$ cat src/design/ptcs_pkg.sv
// Package: shared types and constants of the ping transmit/capture sequencer.
`timescale 1ns / 1ps
package ptcs_pkg;

  localparam int unsigned GAIN_FRAC_BITS = 12;
  localparam int unsigned SCALED_W       = 32 - GAIN_FRAC_BITS;
  localparam int unsigned ADDR_W         = 5;

  localparam logic [15:0] STUCK_CODE          = 16'hFFFF;
  localparam logic [15:0] CAPTURE_LENGTH_RST  = 16'd1024;
  localparam logic [15:0] PULSE_LENGTH_RST    = 16'd64;
  localparam logic [15:0] CAL_GAIN_RST        = 16'd4096;
  localparam logic [15:0] SAMPLE_MAX_RST      = 16'd4095;
  localparam logic [7:0]  DAC_BIAS_RST        = 8'd128;

  typedef enum logic [2:0] {
    REG_CAPTURE_LENGTH = 3'd0,
    REG_PULSE_LENGTH   = 3'd1,
    REG_CAL_GAIN       = 3'd2,
    REG_SAMPLE_MAX     = 3'd3,
    REG_DAC_BIAS       = 3'd4
  } reg_idx_e;

  typedef struct packed {
    logic [15:0] capture_length;
    logic [15:0] pulse_length;
    logic [15:0] cal_gain;
    logic [15:0] sample_max;
    logic [7:0]  dac_bias;
  } cfg_t;

  typedef struct packed {
    logic        start_req;
    logic [15:0] adc_raw;
    logic [7:0]  tx_sample;
  } in_item_t;

  typedef struct packed {
    logic        sample_valid;
    logic [15:0] sample_index;
    logic [15:0] sample_value;
    logic        dac_write;
    logic [7:0]  dac_value;
    logic        convert_next;
    logic        stuck;
    logic        last;
  } out_item_t;

endpackage

$ cat src/design/ptcs_cfg_regs.sv
// Configuration register file behind the APB-style port.
`timescale 1ns / 1ps
module ptcs_cfg_regs (
  input  logic                       clk_i,
  input  logic                       rst_ni,
  input  logic                       psel,
  input  logic                       penable,
  input  logic                       pwrite,
  input  logic [ptcs_pkg::ADDR_W-1:0] paddr,
  input  logic [31:0]                pwdata,
  output logic [31:0]                prdata,
  output logic                       pready,
  output ptcs_pkg::cfg_t             cfg_o
);
  import ptcs_pkg::*;

  cfg_t     cfg_q, cfg_d;
  reg_idx_e idx;
  logic     wr_en;

  assign pready = 1'b1;
  assign idx    = reg_idx_e'(paddr[ADDR_W-1:2]);
  assign wr_en  = psel & penable & pwrite & pready;

  always_comb begin
    cfg_d = cfg_q;
    if (wr_en) begin
      case (idx)
        REG_CAPTURE_LENGTH: cfg_d.capture_length = pwdata[15:0];
        REG_PULSE_LENGTH:   cfg_d.pulse_length   = pwdata[15:0];
        REG_CAL_GAIN:       cfg_d.cal_gain       = pwdata[15:0];
        REG_SAMPLE_MAX:     cfg_d.sample_max     = pwdata[15:0];
        REG_DAC_BIAS:       cfg_d.dac_bias       = pwdata[7:0];
        default:            cfg_d = cfg_q;
      endcase
    end
  end

  always_comb begin
    case (idx)
      REG_CAPTURE_LENGTH: prdata = {16'd0, cfg_q.capture_length};
      REG_PULSE_LENGTH:   prdata = {16'd0, cfg_q.pulse_length};
      REG_CAL_GAIN:       prdata = {16'd0, cfg_q.cal_gain};
      REG_SAMPLE_MAX:     prdata = {16'd0, cfg_q.sample_max};
      REG_DAC_BIAS:       prdata = {24'd0, cfg_q.dac_bias};
      default:            prdata = 32'd0;
    endcase
  end

  always_ff @(posedge clk_i or negedge rst_ni) begin
    if (!rst_ni) begin
      cfg_q.capture_length <= CAPTURE_LENGTH_RST;
      cfg_q.pulse_length   <= PULSE_LENGTH_RST;
      cfg_q.cal_gain       <= CAL_GAIN_RST;
      cfg_q.sample_max     <= SAMPLE_MAX_RST;
      cfg_q.dac_bias       <= DAC_BIAS_RST;
    end else begin
      cfg_q <= cfg_d;
    end
  end

  assign cfg_o = cfg_q;

endmodule

$ cat src/design/ptcs_seq.sv
// Capture sequencer state and the per-sample result logic.
`timescale 1ns / 1ps
module ptcs_seq (
  input  logic                clk_i,
  input  logic                rst_ni,
  input  logic                step_i,
  input  ptcs_pkg::in_item_t  item_i,
  input  ptcs_pkg::cfg_t      cfg_i,
  output ptcs_pkg::out_item_t result_o
);
  import ptcs_pkg::*;

  logic [15:0]         index_q, index_d;
  logic                active_q, active_d;
  logic                stuck_q, stuck_d;

  logic [15:0]         idx;
  logic                active, stuck_in;
  logic [15:0]         len_m1;
  logic                is_last;
  logic [31:0]         product;
  logic [SCALED_W-1:0] scaled;
  logic [15:0]         value;

  assign product = {16'd0, item_i.adc_raw} * {16'd0, cfg_i.cal_gain};
  assign scaled  = product[31:GAIN_FRAC_BITS];
  assign value   = (scaled > SCALED_W'(cfg_i.sample_max)) ? cfg_i.sample_max
                                                          : scaled[15:0];

  // Zero length behaves as one sample
  assign len_m1  = (cfg_i.capture_length == 16'd0) ? 16'd0
                                                   : cfg_i.capture_length - 16'd1;

  always_comb begin
    // A start request restarts the capture at index zero
    idx      = item_i.start_req ? 16'd0 : index_q;
    active   = item_i.start_req | active_q;
    stuck_in = item_i.start_req ? 1'b0 : stuck_q;
    is_last  = idx >= len_m1;

    result_o = '0;
    index_d  = index_q;
    active_d = active_q;
    stuck_d  = stuck_q;

    if (active) begin
      stuck_d               = stuck_in;
      result_o.sample_valid = 1'b1;
      result_o.sample_index = idx;
      result_o.last         = is_last;
      if (!stuck_in) begin
        result_o.convert_next = !is_last;
        if (idx < cfg_i.pulse_length) begin
          result_o.dac_write = 1'b1;
          result_o.dac_value = item_i.tx_sample;
        end else if (idx == cfg_i.pulse_length) begin
          result_o.dac_write = 1'b1;
          result_o.dac_value = cfg_i.dac_bias;
        end
        if (item_i.adc_raw == STUCK_CODE) begin
          stuck_d = 1'b1;
        end else begin
          result_o.sample_value = value;
        end
      end
      result_o.stuck = stuck_d;
      if (is_last) begin
        active_d = 1'b0;
        index_d  = 16'd0;
      end else begin
        active_d = 1'b1;
        index_d  = idx + 16'd1;
      end
    end
  end

  always_ff @(posedge clk_i or negedge rst_ni) begin
    if (!rst_ni) begin
      index_q  <= 16'd0;
      active_q <= 1'b0;
      stuck_q  <= 1'b0;
    end else if (step_i) begin
      index_q  <= index_d;
      active_q <= active_d;
      stuck_q  <= stuck_d;
    end
  end

endmodule

$ cat src/design/ping_transmit_capture_sequencer_core.sv
// Top level: input register, sequencer logic, result register and config port.
// Path: an accepted request is held in the input register, then its result in the result register.
// Throughput: one request per cycle; the input and result registers both
// advance whenever the result register is empty or its result is taken.
// Reset: asynchronous, active low; clears valids and sequencer state and
// loads the register defaults. No clearing pass.
`timescale 1ns / 1ps
module ping_transmit_capture_sequencer_core (
  input  logic                        clk_i,
  input  logic                        rst_ni,
  input  logic                        in_valid_i,
  output logic                        in_stall_o,
  input  ptcs_pkg::in_item_t          in_data_i,
  output logic                        out_valid_o,
  input  logic                        out_stall_i,
  output ptcs_pkg::out_item_t         out_data_o,
  input  logic                        psel,
  input  logic                        penable,
  input  logic                        pwrite,
  input  logic [ptcs_pkg::ADDR_W-1:0] paddr,
  input  logic [31:0]                 pwdata,
  output logic [31:0]                 prdata,
  output logic                        pready
);
  import ptcs_pkg::*;

  cfg_t      cfg;
  in_item_t  in_q;
  logic      in_valid_q;
  out_item_t out_q, result;
  logic      out_valid_q;
  logic      advance;
  logic      step;

  assign advance    = !out_valid_q || !out_stall_i;
  assign step       = in_valid_q && advance;
  assign in_stall_o = in_valid_q && !advance;

  ptcs_cfg_regs u_cfg (
    .clk_i   (clk_i),
    .rst_ni  (rst_ni),
    .psel    (psel),
    .penable (penable),
    .pwrite  (pwrite),
    .paddr   (paddr),
    .pwdata  (pwdata),
    .prdata  (prdata),
    .pready  (pready),
    .cfg_o   (cfg)
  );

  ptcs_seq u_seq (
    .clk_i    (clk_i),
    .rst_ni   (rst_ni),
    .step_i   (step),
    .item_i   (in_q),
    .cfg_i    (cfg),
    .result_o (result)
  );

  always_ff @(posedge clk_i or negedge rst_ni) begin
    if (!rst_ni) begin
      in_valid_q  <= 1'b0;
      out_valid_q <= 1'b0;
    end else begin
      if (!in_stall_o) begin
        in_valid_q <= in_valid_i;
      end
      if (advance) begin
        out_valid_q <= in_valid_q;
      end
    end
  end

  // Payload registers: hold while stalled
  always_ff @(posedge clk_i) begin
    if (in_valid_i && !in_stall_o) begin
      in_q <= in_data_i;
    end
    if (step) begin
      out_q <= result;
    end
  end

  assign out_valid_o = out_valid_q;
  assign out_data_o  = out_q;

endmodule

$ cat config.mk
export PLATFORM = sky130hd
export DESIGN_NAME = ping_transmit_capture_sequencer_core
export DESIGN_NICKNAME = d
export VERILOG_FILES = /design/src/design/ptcs_pkg.sv /design/src/design/ptcs_cfg_regs.sv /design/src/design/ptcs_seq.sv /design/src/design/ping_transmit_capture_sequencer_core.sv
export SDC_FILE = /design/constraint.sdc
export NUM_CORES = 1
export LEC_CHECK = 0
export BUFFER_PORTS_ARGS = -buffer_cell sky130_fd_sc_hd__buf_2
export CAP_MARGIN = 20
export CORE_ASPECT_RATIO = 1.5
export CORE_UTILIZATION = 56
export CTS_CLUSTER_DIAMETER = 120
export CTS_CLUSTER_SIZE = 16
export DETAILED_ROUTE_END_ITERATION = 7
export HOLD_SLACK_MARGIN = 0.15
export PLACE_DENSITY = 0.78
export SYNTH_ARGS = -nofsm -noshare
export SYNTH_HDL_FRONTEND = slang
export SYNTH_HIERARCHICAL = 1
export SYNTH_SLANG_ARGS = --single-unit
export TNS_END_PERCENT = 100
$ cat constraint.sdc
create_clock -name clk_i -period 8.1 [get_ports clk_i]
set_input_delay 1.62 -clock clk_i [delete_from_list [all_inputs] [get_ports clk_i]]
set_output_delay 1.62 -clock clk_i [all_outputs]
set_load 0.05 [all_outputs]
==> results of run 1 <==
-- per-stage QoR --
stage / setup TNS [ns] / cell area (um2)
after global placement: -0.0843 / 19000
final: 0 / 19900
after floorplan: 0 / 17700
after detailed placement: -0.806 / 19000
after global routing: -0.103 / 19900
after CTS: 0 / 19600
-- layout by cell type (no fill, tap or decap), drive strengths merged, types with 8 or more instances in the layout --
| cell type | instances |
|---|---|
| ha | 151 |
| nor2 | 50 |
| clkbuf | 20 |
| and2 | 134 |
| nand4 | 26 |
| a21o | 21 |
| nand3 | 30 |
| nor3 | 25 |
| buf | 220 |
| a21oi | 56 |
| dfstp | 16 |
| xnor2 | 14 |
| or3 | 9 |
| dfrtp | 76 |
| xor2 | 13 |
| nand2 | 235 |
| a211oi | 11 |
| inv | 288 |
| conb | 17 |
| mux2i | 36 |
| fa | 193 |
| nand2b | 10 |
| o21ai | 33 |
| mux4 | 8 |
| edfxtp | 70 |
| nor2b | 26 |
| mux2 | 81 |
-- kinds of logic (layout without fill, tap and decap cells) --
group           count (synthesis)  after routing
other cells                     2             17
xor+xnor                       27             27
flops                         162            162
mux                           125            125
simple gates                  573            573
compound gates                182            182
fa+ha+maj                     344            344
buf+inv                       361            533
-- sequential cells by signal (all words and copies together), names as in the netlist --
register,flops
out_valid_o,1
u_seq/stuck_q,1
in_q,25
u_seq/index_q,16
u_seq/active_q,1
out_data_o,45
u_cfg/cfg_o,72
in_valid_q,1
-- per-layer routing --
metal / GRT usage, % / wire [um] / up-vias
li1: - / - / 6142
met1: 31.4 / 15900 / 6789
met2: 56.5 / 25200 / 478
met3: 4.12 / 2200 / 170
met4: 22.2 / 3600 / 2
met5: 0 / 10 / -
-- path summary, 6_finish.rpt --
path                                     endpoint  slack, ns               from  depth (start not counted)
worst min-delay path            u_seq/index_q[15]       0.49  u_seq/index_q[15]                          2
worst max-delay path               out_data_o[18]       0.27    u_cfg/cfg_o[28]                         28
worst max register to register     out_data_o[18]       0.27    u_cfg/cfg_o[28]                         28
max in group asynchronous         u_cfg/cfg_o[25]       5.83             rst_ni                          2
worst min register to register  u_seq/index_q[15]       0.49  u_seq/index_q[15]                          2
min in group asynchronous        u_seq/index_q[9]       1.13             rst_ni                          1
-- timing repair --
| item | CTS | global route |
|---|---|---|
| resized for setup | 7 | 49 |
| setup buffers | 1 | 19 |
| pin swaps | 2 | 13 |
| setup endpoints to repair | 16 | 16 |
| gates cloned | 1 | 0 |
-- critical path: cells and delay by family, from the launching register on --
kind | cells | cell delay [ns]
muxes | 1 | 0.24
buffers and inverters | 7 | 0.76
AOI/OAI and AO/OA | 6 | 0.73
and+or+nand+nor | 6 | 1.74
DFF | 1 | 0.47
adders and majority gates | 8 | 3.68
-- area by class of cell --
type	instances	area (um2)
fill	2423	11000
tap	405	507
timing repair buffer	221	1450
sequential	162	4430
clock inverter	13	114
clock buffer	19	454
multi-input combinational	1268	11900
inverter	280	1050
==> results.py, run 1 <==
metrics = {
    "run_status": {
        "outcome": "completed",
    },
    "cts": {
        "cts.path.max_buffers": 2,
        "clk_pin_slew_worst_paths_ns": 0.07,
        "cts_sinks": 162,
        "cts_buffers": 17,
        "cts-root-buf": "clkbuf_16",
        "cts_tree": "done",
        "clock_latency_ns": 0.46,
        "cts_hold_buf": 0,
        "cts.htree.levels": 4,
    },
    "sta": {
        "slew_violations": 0,
        "fin_crit_ns": 7.83,
        "worst_pin_slew_ns": 1.12,
        "setup_viol": 0,
        "period_share_pct": 96.6,
        "slew_headroom_pct": 25.0,
        "fin_skew_ns": 0.0128,
        "layout_setup_ws_ns": 0.275,
        "finalHoldViolations": 0,
        "max_freq_ghz": 0.128,
        "worst_hold_slack_ns": 0.488,
    },
    "synthesis": {
        "synth_commonest_cells": "inv_1 (280), nand2_1 (234), fa_1 (193)",
        "synth_cell_type_count": 83,
        "synthSimpleGateAreaFrac_pct": 16.7,
        "synth_xor_area_share_pct": 1.34,
        "ys.flop_type": "dfrtp_1",
        "synth_top_family_by_area": "adder cells",
        "ys_top_cells_by_area": "fa_1 (22%), edfxtp_1 (12%), dfrtp_1 (11%), ha_1 (11%), inv_1 (6.0%)",
        "synth.top_cell.area_share_pct": 21.9,
        "yosysTopAreaCell": "fa_1",
        "postSynthAreaPerCell_um2": 9.92,
        "synth_enable_flop_cells": 70,
        "synth_compound_area_share_pct": 7.08,
        "yosys_warnings": 6,
        "syn_inst": 1776,
        "synth_seq_cells": 162,
        "synthAdderAreaFrac_pct": 32.7,
        "synthArstFlopShare_pct": 56.8,
        "ys_seq_area_share_pct": 25.1,
        "synth_most_common_cell": "inv_1",
        "synth.area.mux_share_pct": 8.46,
        "synth_area_mm2": 0.0176,
    },
    "die": {
        "dieArea_mm2": 0.0322,
        "coreArea_mm2": 0.0309,
        "die_h_um": 219,
        "start_util_pct": 56.9,
        "pin_count": 149,
        "num_rows": 79,
        "die_w_um": 147,
    },
    "global_routing": {
        "antenna_found_initial": 1,
        "overflow": 0,
        "grt_use_total_pct": 30.5,
        "grt_max_degree": 53,
        "grt_pass1_vias": 14400,
        "grt_pass1_wl_um": 74300,
    },
    "drt": {
        "drt-total-wl_um": 46900,
        "routedWlPerCell_um": 19.8,
        "ant_nets": 0,
        "viasPerCell": 5.74,
        "vias": 13600,
        "drt-initial-drc-count": 728,
        "drc_errors": 0,
        "dr.pass1.iters": 5,
    },
    "finish": {
        "area_growth_pct": 13.2,
        "final_cells": 2368,
        "drive_gt1_share_pct": 21.7,
        "nets": 2363,
        "n_antenna_cell": 0,
        "utilization_pct": 64.4,
    },
    "critical_path": {
        "critPathCaptureType": "flop",
        "cp_slowest_stage_delay_ns": 0.55,
        "critPathKind": "reg2reg",
        "cp-start-kind": "flop",
        "cp_max_fo": 6,
        "crit_top_cell": "fa_1",
        "cp_data_arrival_time_ns": 8.12,
        "critPathSlowestCell": "fa_1",
        "worstPathRequired_ns": 8.40,
    },
    "flow_run": {
        "cap_violations": 0,
    },
    "place": {
        "pre_cts_ws_ns": -0.137,
        "gp_congestion": 0.963,
        "port_buffers": 113,
        "dp_hpwl_um": 37600,
        "place_inst": 2313,
    },
    "worst_hold_path": {
        "hold_path.class": "reg2reg",
    },
}
Power of run 1 is left out: the tool's default activity adds up to more than one toggle a clock period on the data nets, which glitch-free logic cannot reach.
==> run 2, diff against run 1 <==
--- a/config.mk
+++ b/config.mk
@@ -13,7 +13,7 @@
 export CTS_CLUSTER_SIZE = 16
 export DETAILED_ROUTE_END_ITERATION = 7
 export HOLD_SLACK_MARGIN = 0.15
-export PLACE_DENSITY = 0.78
+export PLACE_DENSITY = 0.75
 export SYNTH_ARGS = -nofsm -noshare
 export SYNTH_HDL_FRONTEND = slang
 export SYNTH_HIERARCHICAL = 1
==> constraint.sdc (replaced) <==
create_clock -name clk_i -period 8.93 [get_ports clk_i]
set_input_delay 1.786 -clock clk_i [delete_from_list [all_inputs] [get_ports clk_i]]
set_output_delay 1.786 -clock clk_i [all_outputs]
set_load 0.05 [all_outputs]
==> results.py, run 2 (synthesis results as in run 1) <==
metrics = {
    "place": {
        "port_buffers": 113,
        "dp_hpwl_um": 38000,
        "gp_congestion": 0.940,
    },
    "global_routing": {
        "overflow": 0,
        "grt_pass1_wl_um": 74500,
        "grt_max_degree": 54,
        "grt_pass1_vias": 14400,
        "antenna_found_initial": 1,
        "grt_use_total_pct": 30.6,
    },
    "finish": {
        "area_growth_pct": 9.33,
        "drive_gt1_share_pct": 17.6,
        "mostFrequentLayoutCells": "inv_1 (280), nand2_1 (234), fa_1 (193)",
        "largest_reg_flops": 72,
        "nets": 2300,
        "final_common_cell": "inv_1",
    },
    "drt": {
        "drt-initial-drc-count": 760,
        "vias": 13300,
        "drc_errors": 0,
        "ant_nets": 0,
        "dr.pass1.iters": 6,
        "viasPerCell": 5.76,
        "routedWlPerCell_um": 20.4,
        "drt-total-wl_um": 47000,
    },
    "critical_path": {
        "cp_max_fo": 14,
        "cp_data_arrival_time_ns": 8.88,
        "cp-start-kind": "flop",
        "worstReg2RegEnd": "out_data_o[20]",
        "reg2reg_from": "u_cfg/cfg_o[28]",
        "cp_slowest_stage_delay_ns": 0.69,
        "critPathSlowestCell": "or4_2",
        "cp-endpoint": "out_data_o[20]",
        "r2r_cells": 26,
        "critPathCaptureType": "flop",
        "critPathKind": "reg2reg",
        "worstPathRequired_ns": 9.14,
        "crit_top_cell": "fa_1",
        "reg2reg_slack_ns": 0.26,
        "critPathLaunch": "u_cfg/cfg_o[28]",
    },
    "sta": {
        "tns_ns": 0,
        "finalHoldViolations": 0,
        "worst_pin_slew_ns": 1.12,
        "rsz0062_at_grt": "false",
        "setup_viol": 0,
        "fin_skew_ns": 0.0117,
        "slew_headroom_pct": 25.4,
        "period_share_pct": 97.1,
        "max_freq_ghz": 0.115,
        "slew_violations": 0,
        "fin_crit_ns": 8.67,
    },
    "worst_hold_path": {
        "hold_path.class": "reg2reg",
        "worstHoldStart": "u_seq/index_q[15]",
    },
    "cts": {
        "clock_latency_ns": 0.45,
        "cts_tree": "done",
        "cts.htree.levels": 4,
        "cts-root-buf": "clkbuf_16",
        "cts_buffers": 17,
        "cts.path.max_buffers": 2,
        "clk_pin_slew_worst_paths_ns": 0.07,
        "cts_sinks": 162,
    },
    "die": {
        "pin_count": 149,
        "die_w_um": 147,
        "coreArea_mm2": 0.0309,
        "dieArea_mm2": 0.0322,
        "start_util_pct": 56.9,
        "num_rows": 79,
        "die_h_um": 219,
    },
    "run_status": {
        "outcome": "completed",
    },
    "flow_run": {
        "cap_violations": 0,
    },
}
-- run 2: cell count changes in the layout (fill, tap and decap cells not counted), sizes merged --
cell,before,now
clkinv,3,4
clkinvlp,2,1
inv,288,289
buf,220,156
diode,0,1
-- run 2: area by class of cell --
type                            instances  area [um2]
Multi-Input combinational cell       1268       11800
Timing Repair Buffer                  158         932
Antenna cell                            1        2.50
Fill cell                            2491       11700
Clock buffer                           18         439
Sequential cell                       162        4430
Tap cell                              405         507
Inverter                              280        1050
Clock inverter                         14         140
-- run 2: worst min path at each step --
stage,slack [ns],to,cells after the start
floorplan,0.44,u_seq/index_q[15],2
global placement,0.46,u_seq/index_q[15],2
detailed placement,0.47,u_seq/index_q[15],2
CTS,0.49,u_seq/index_q[15],2
global route,0.52,u_seq/index_q[12],1
finish,0.49,u_seq/index_q[15],2
-- run 2: routing by layer --
metal	vias up	global-route usage, %	routed length (um)
met5	-	0	11
met4	2	22.3	3530
met3	178	3.99	1890
met2	500	57.0	25200
met1	6592	31.0	16400
li1	6022	-	-
-- run 2: timing repair --
action,in CTS,in global routing
endpoints found under the setup margin,0,6
setup buffers,0,9
endpoints found under the hold margin,0,0
hold buffers,0,0
gates resized for setup,0,7
-- run 2: per-stage QoR --
step | util (%) | cells | setup WS, ns | cell area, um2 | hold slack, ns
after global placement | 59.9 | 2260 | 0.346 | 18500 | 0.457
final | 62.2 | 2306 | 0.259 | 19300 | 0.487
after CTS | 61.9 | 2293 | 0.238 | 19100 | 0.490
after floorplan | - | 1791 | 1.10 | 17700 | 0.442
after global routing | 62.2 | 2305 | 0.0200 | 19300 | 0.521
after detailed placement | 60.0 | 2261 | 0.281 | 18600 | 0.475
-- run 2: worst max-delay path, delay by kind of cell, from the launching register on --
family	cells	cell delay (ns)
xor+xnor	1	0.17
compound gates	6	1.75
flops	1	0.60
simple gates	5	1.56
fa+ha+maj	8	3.49
buf+inv	5	0.42
mux	1	0.42
Power of run 2 is left out for the same reason.
==> run 3, diff against run 2 <==
--- a/config.mk
+++ b/config.mk
@@ -5,6 +5,7 @@
 export SDC_FILE = /design/constraint.sdc
 export NUM_CORES = 1
 export LEC_CHECK = 0
+export ABC_AREA = 1
 export BUFFER_PORTS_ARGS = -buffer_cell sky130_fd_sc_hd__buf_2
 export CAP_MARGIN = 20
 export CORE_ASPECT_RATIO = 1.5
==> results.py, run 3 <==
metrics = {
    "run_status": {
        "outcome": "completed",
    },
    "finish": {
        "mostFrequentLayoutCells": "nand2_1 (710), inv_1 (518), fa_1 (193)",
        "drive_gt1_share_pct": 9.40,
        "area_growth_pct": 6.56,
        "final_common_cell": "nand2_1",
        "n_antenna_cell": 0,
        "nets": 2837,
        "largest_reg_flops": 72,
    },
    "synthesis": {
        "yosys_warnings": 6,
        "synth_enable_flop_cells": 70,
        "synth.top_cell.area_share_pct": 21.1,
        "ys_top_cells_by_area": "fa_1 (21%), nand2_1 (15%), edfxtp_1 (11%), inv_1 (11%), dfrtp_1 (10%)",
        "synth_commonest_cells": "nand2_1 (710), inv_1 (518), fa_1 (193)",
        "ys.flop_type": "dfrtp_1",
        "synth_cell_type_count": 50,
        "synth_area_mm2": 0.0183,
        "yosysTopAreaCell": "fa_1",
        "ys_seq_area_share_pct": 24.2,
        "synthArstFlopShare_pct": 56.8,
        "synth_most_common_cell": "nand2_1",
        "syn_inst": 2391,
        "postSynthAreaPerCell_um2": 7.65,
        "synth_seq_cells": 162,
    },
    "drt": {
        "drt-total-wl_um": 51200,
        "drt-initial-drc-count": 1052,
        "dr.pass1.iters": 6,
        "drc_errors": 0,
        "routedWlPerCell_um": 18.0,
        "viasPerCell": 5.40,
        "vias": 15400,
        "ant_nets": 0,
    },
    "cts": {
        "clk_pin_slew_worst_paths_ns": 0.06,
        "cts.htree.levels": 4,
        "cts_hold_buf": 0,
        "cts-root-buf": "clkbuf_16",
        "cts_resized": 0,
        "post_cts_buffers": 0,
        "clock_latency_ns": 0.45,
        "cts_buffers": 17,
        "cts.path.max_buffers": 2,
        "cts_sinks": 162,
        "cts_tree": "done",
    },
    "critical_path": {
        "crit_top_cell": "nand2_1",
        "critPathKind": "reg2reg",
        "worstPathRequired_ns": 9.20,
        "cp-start-kind": "flop",
        "cp_slowest_stage_delay_ns": 0.88,
        "reg2reg_from": "in_q[18]",
        "cp_max_fo": 32,
        "critPathSlowestCell": "edfxtp_1",
        "r2r_cells": 32,
        "reg2reg_slack_ns": 1.13,
        "critPathLaunch": "in_q[18]",
        "critPathCaptureType": "flop",
        "cp_data_arrival_time_ns": 8.06,
        "worstReg2RegEnd": "out_data_o[25]",
    },
    "die": {
        "num_rows": 80,
        "start_util_pct": 57.1,
        "die_h_um": 223,
        "die_w_um": 150,
        "dieArea_mm2": 0.0334,
        "coreArea_mm2": 0.0320,
        "pin_count": 149,
    },
    "flow_run": {
        "cap_violations": 0,
    },
    "global_routing": {
        "overflow": 0,
        "grt_pass1_vias": 15900,
        "grt_use_total_pct": 32.0,
        "grt_pass1_wl_um": 80500,
        "grt_max_degree": 53,
        "antenna_found_initial": 0,
    },
    "place": {
        "gp_congestion": 0.981,
        "pre_cts_ws_ns": 1.18,
        "dp_hpwl_um": 40100,
        "port_buffers": 113,
    },
    "sta": {
        "setup_viol": 0,
        "max_freq_ghz": 0.128,
        "tns_ns": 0,
        "layout_setup_ws_ns": 1.13,
        "worst_pin_slew_ns": 1.03,
        "period_share_pct": 87.3,
        "fin_crit_ns": 7.80,
        "fin_skew_ns": 0.00689,
        "rsz0062_at_grt": "false",
        "slew_headroom_pct": 31.2,
        "slew_violations": 0,
        "finalHoldViolations": 0,
    },
    "worst_hold_path": {
        "worstHoldStart": "u_cfg/cfg_o[14]",
        "holdPathStages": 2,
        "hold_path.class": "reg2reg",
        "holdPathEnd": "u_cfg/cfg_o[14]",
    },
}
-- run 3: how the worst max path moves through the flow --
stage                           to  slack, ns  depth (start not counted)
floorplan           out_data_o[20]       2.09                         37
global placement    out_data_o[24]       1.24                         36
detailed placement  out_data_o[25]       1.18                         32
CTS                 out_data_o[25]       1.11                         32
global route        out_data_o[25]       0.72                         32
finish              out_data_o[25]       1.13                         32
-- run 3: final cells by class --
cell class                      count  area (um2)
Sequential cell                   162        4420
Timing Repair Buffer              121         648
Multi-Input combinational cell   1592       11400
Clock buffer                       19         433
Tap cell                          410         513
Inverter                          530        1990
Fill cell                        2910       12500
Clock inverter                     13         138
-- run 3: per-layer routing --
layer	vias to the layer above	GRT usage, %	part of all wire, %
met3	199	4.36	5.2
li1	7196	-	-
met2	641	57.4	53
met1	7345	33.4	35
met5	-	0	0
met4	0	24.4	7.4
-- run 3: stage by stage --
| step | instance area, um2 | hold slack [ns] | instances | util [%] |
|---|---|---|---|---|
| after floorplan | 18400 | 0.450 | 2406 | - |
| after global placement | 18900 | 0.466 | 2814 | 59.0 |
| after detailed placement | 18900 | 0.469 | 2815 | 59.1 |
| after CTS | 19500 | 0.482 | 2847 | 60.9 |
| after global routing | 19500 | 0.500 | 2847 | 60.9 |
| final | 19500 | 0.484 | 2847 | 60.9 |
-- run 3: logic make-up (layout without fill, tap and decap cells) --
| kind of cell | after synthesis | count (layout) | synth area share, % |
|---|---|---|---|
| xor+xnor | 39 | 39 | 1.87 |
| buf+inv | 652 | 683 | 14.1 |
| fa+ha+maj | 344 | 344 | 31.4 |
| other cells | 2 | 17 | 0.0410 |
| simple gates | 1032 | 1032 | 23.5 |
| compound gates | 160 | 160 | 4.81 |
| flops | 162 | 162 | 24.2 |
-- run 3: worst max-delay path, delay by kind of cell, from the launching register on --
kind	cells	cell delay, ns
AOI/OAI and AO/OA	2	0.45
buffers and inverters	4	0.20
adders and majority gates	8	3.80
and+or+nand+nor	17	2.00
xor gates and xnor gates	1	0.27
DFF	1	0.88
Power of run 3 is left out for the same reason.
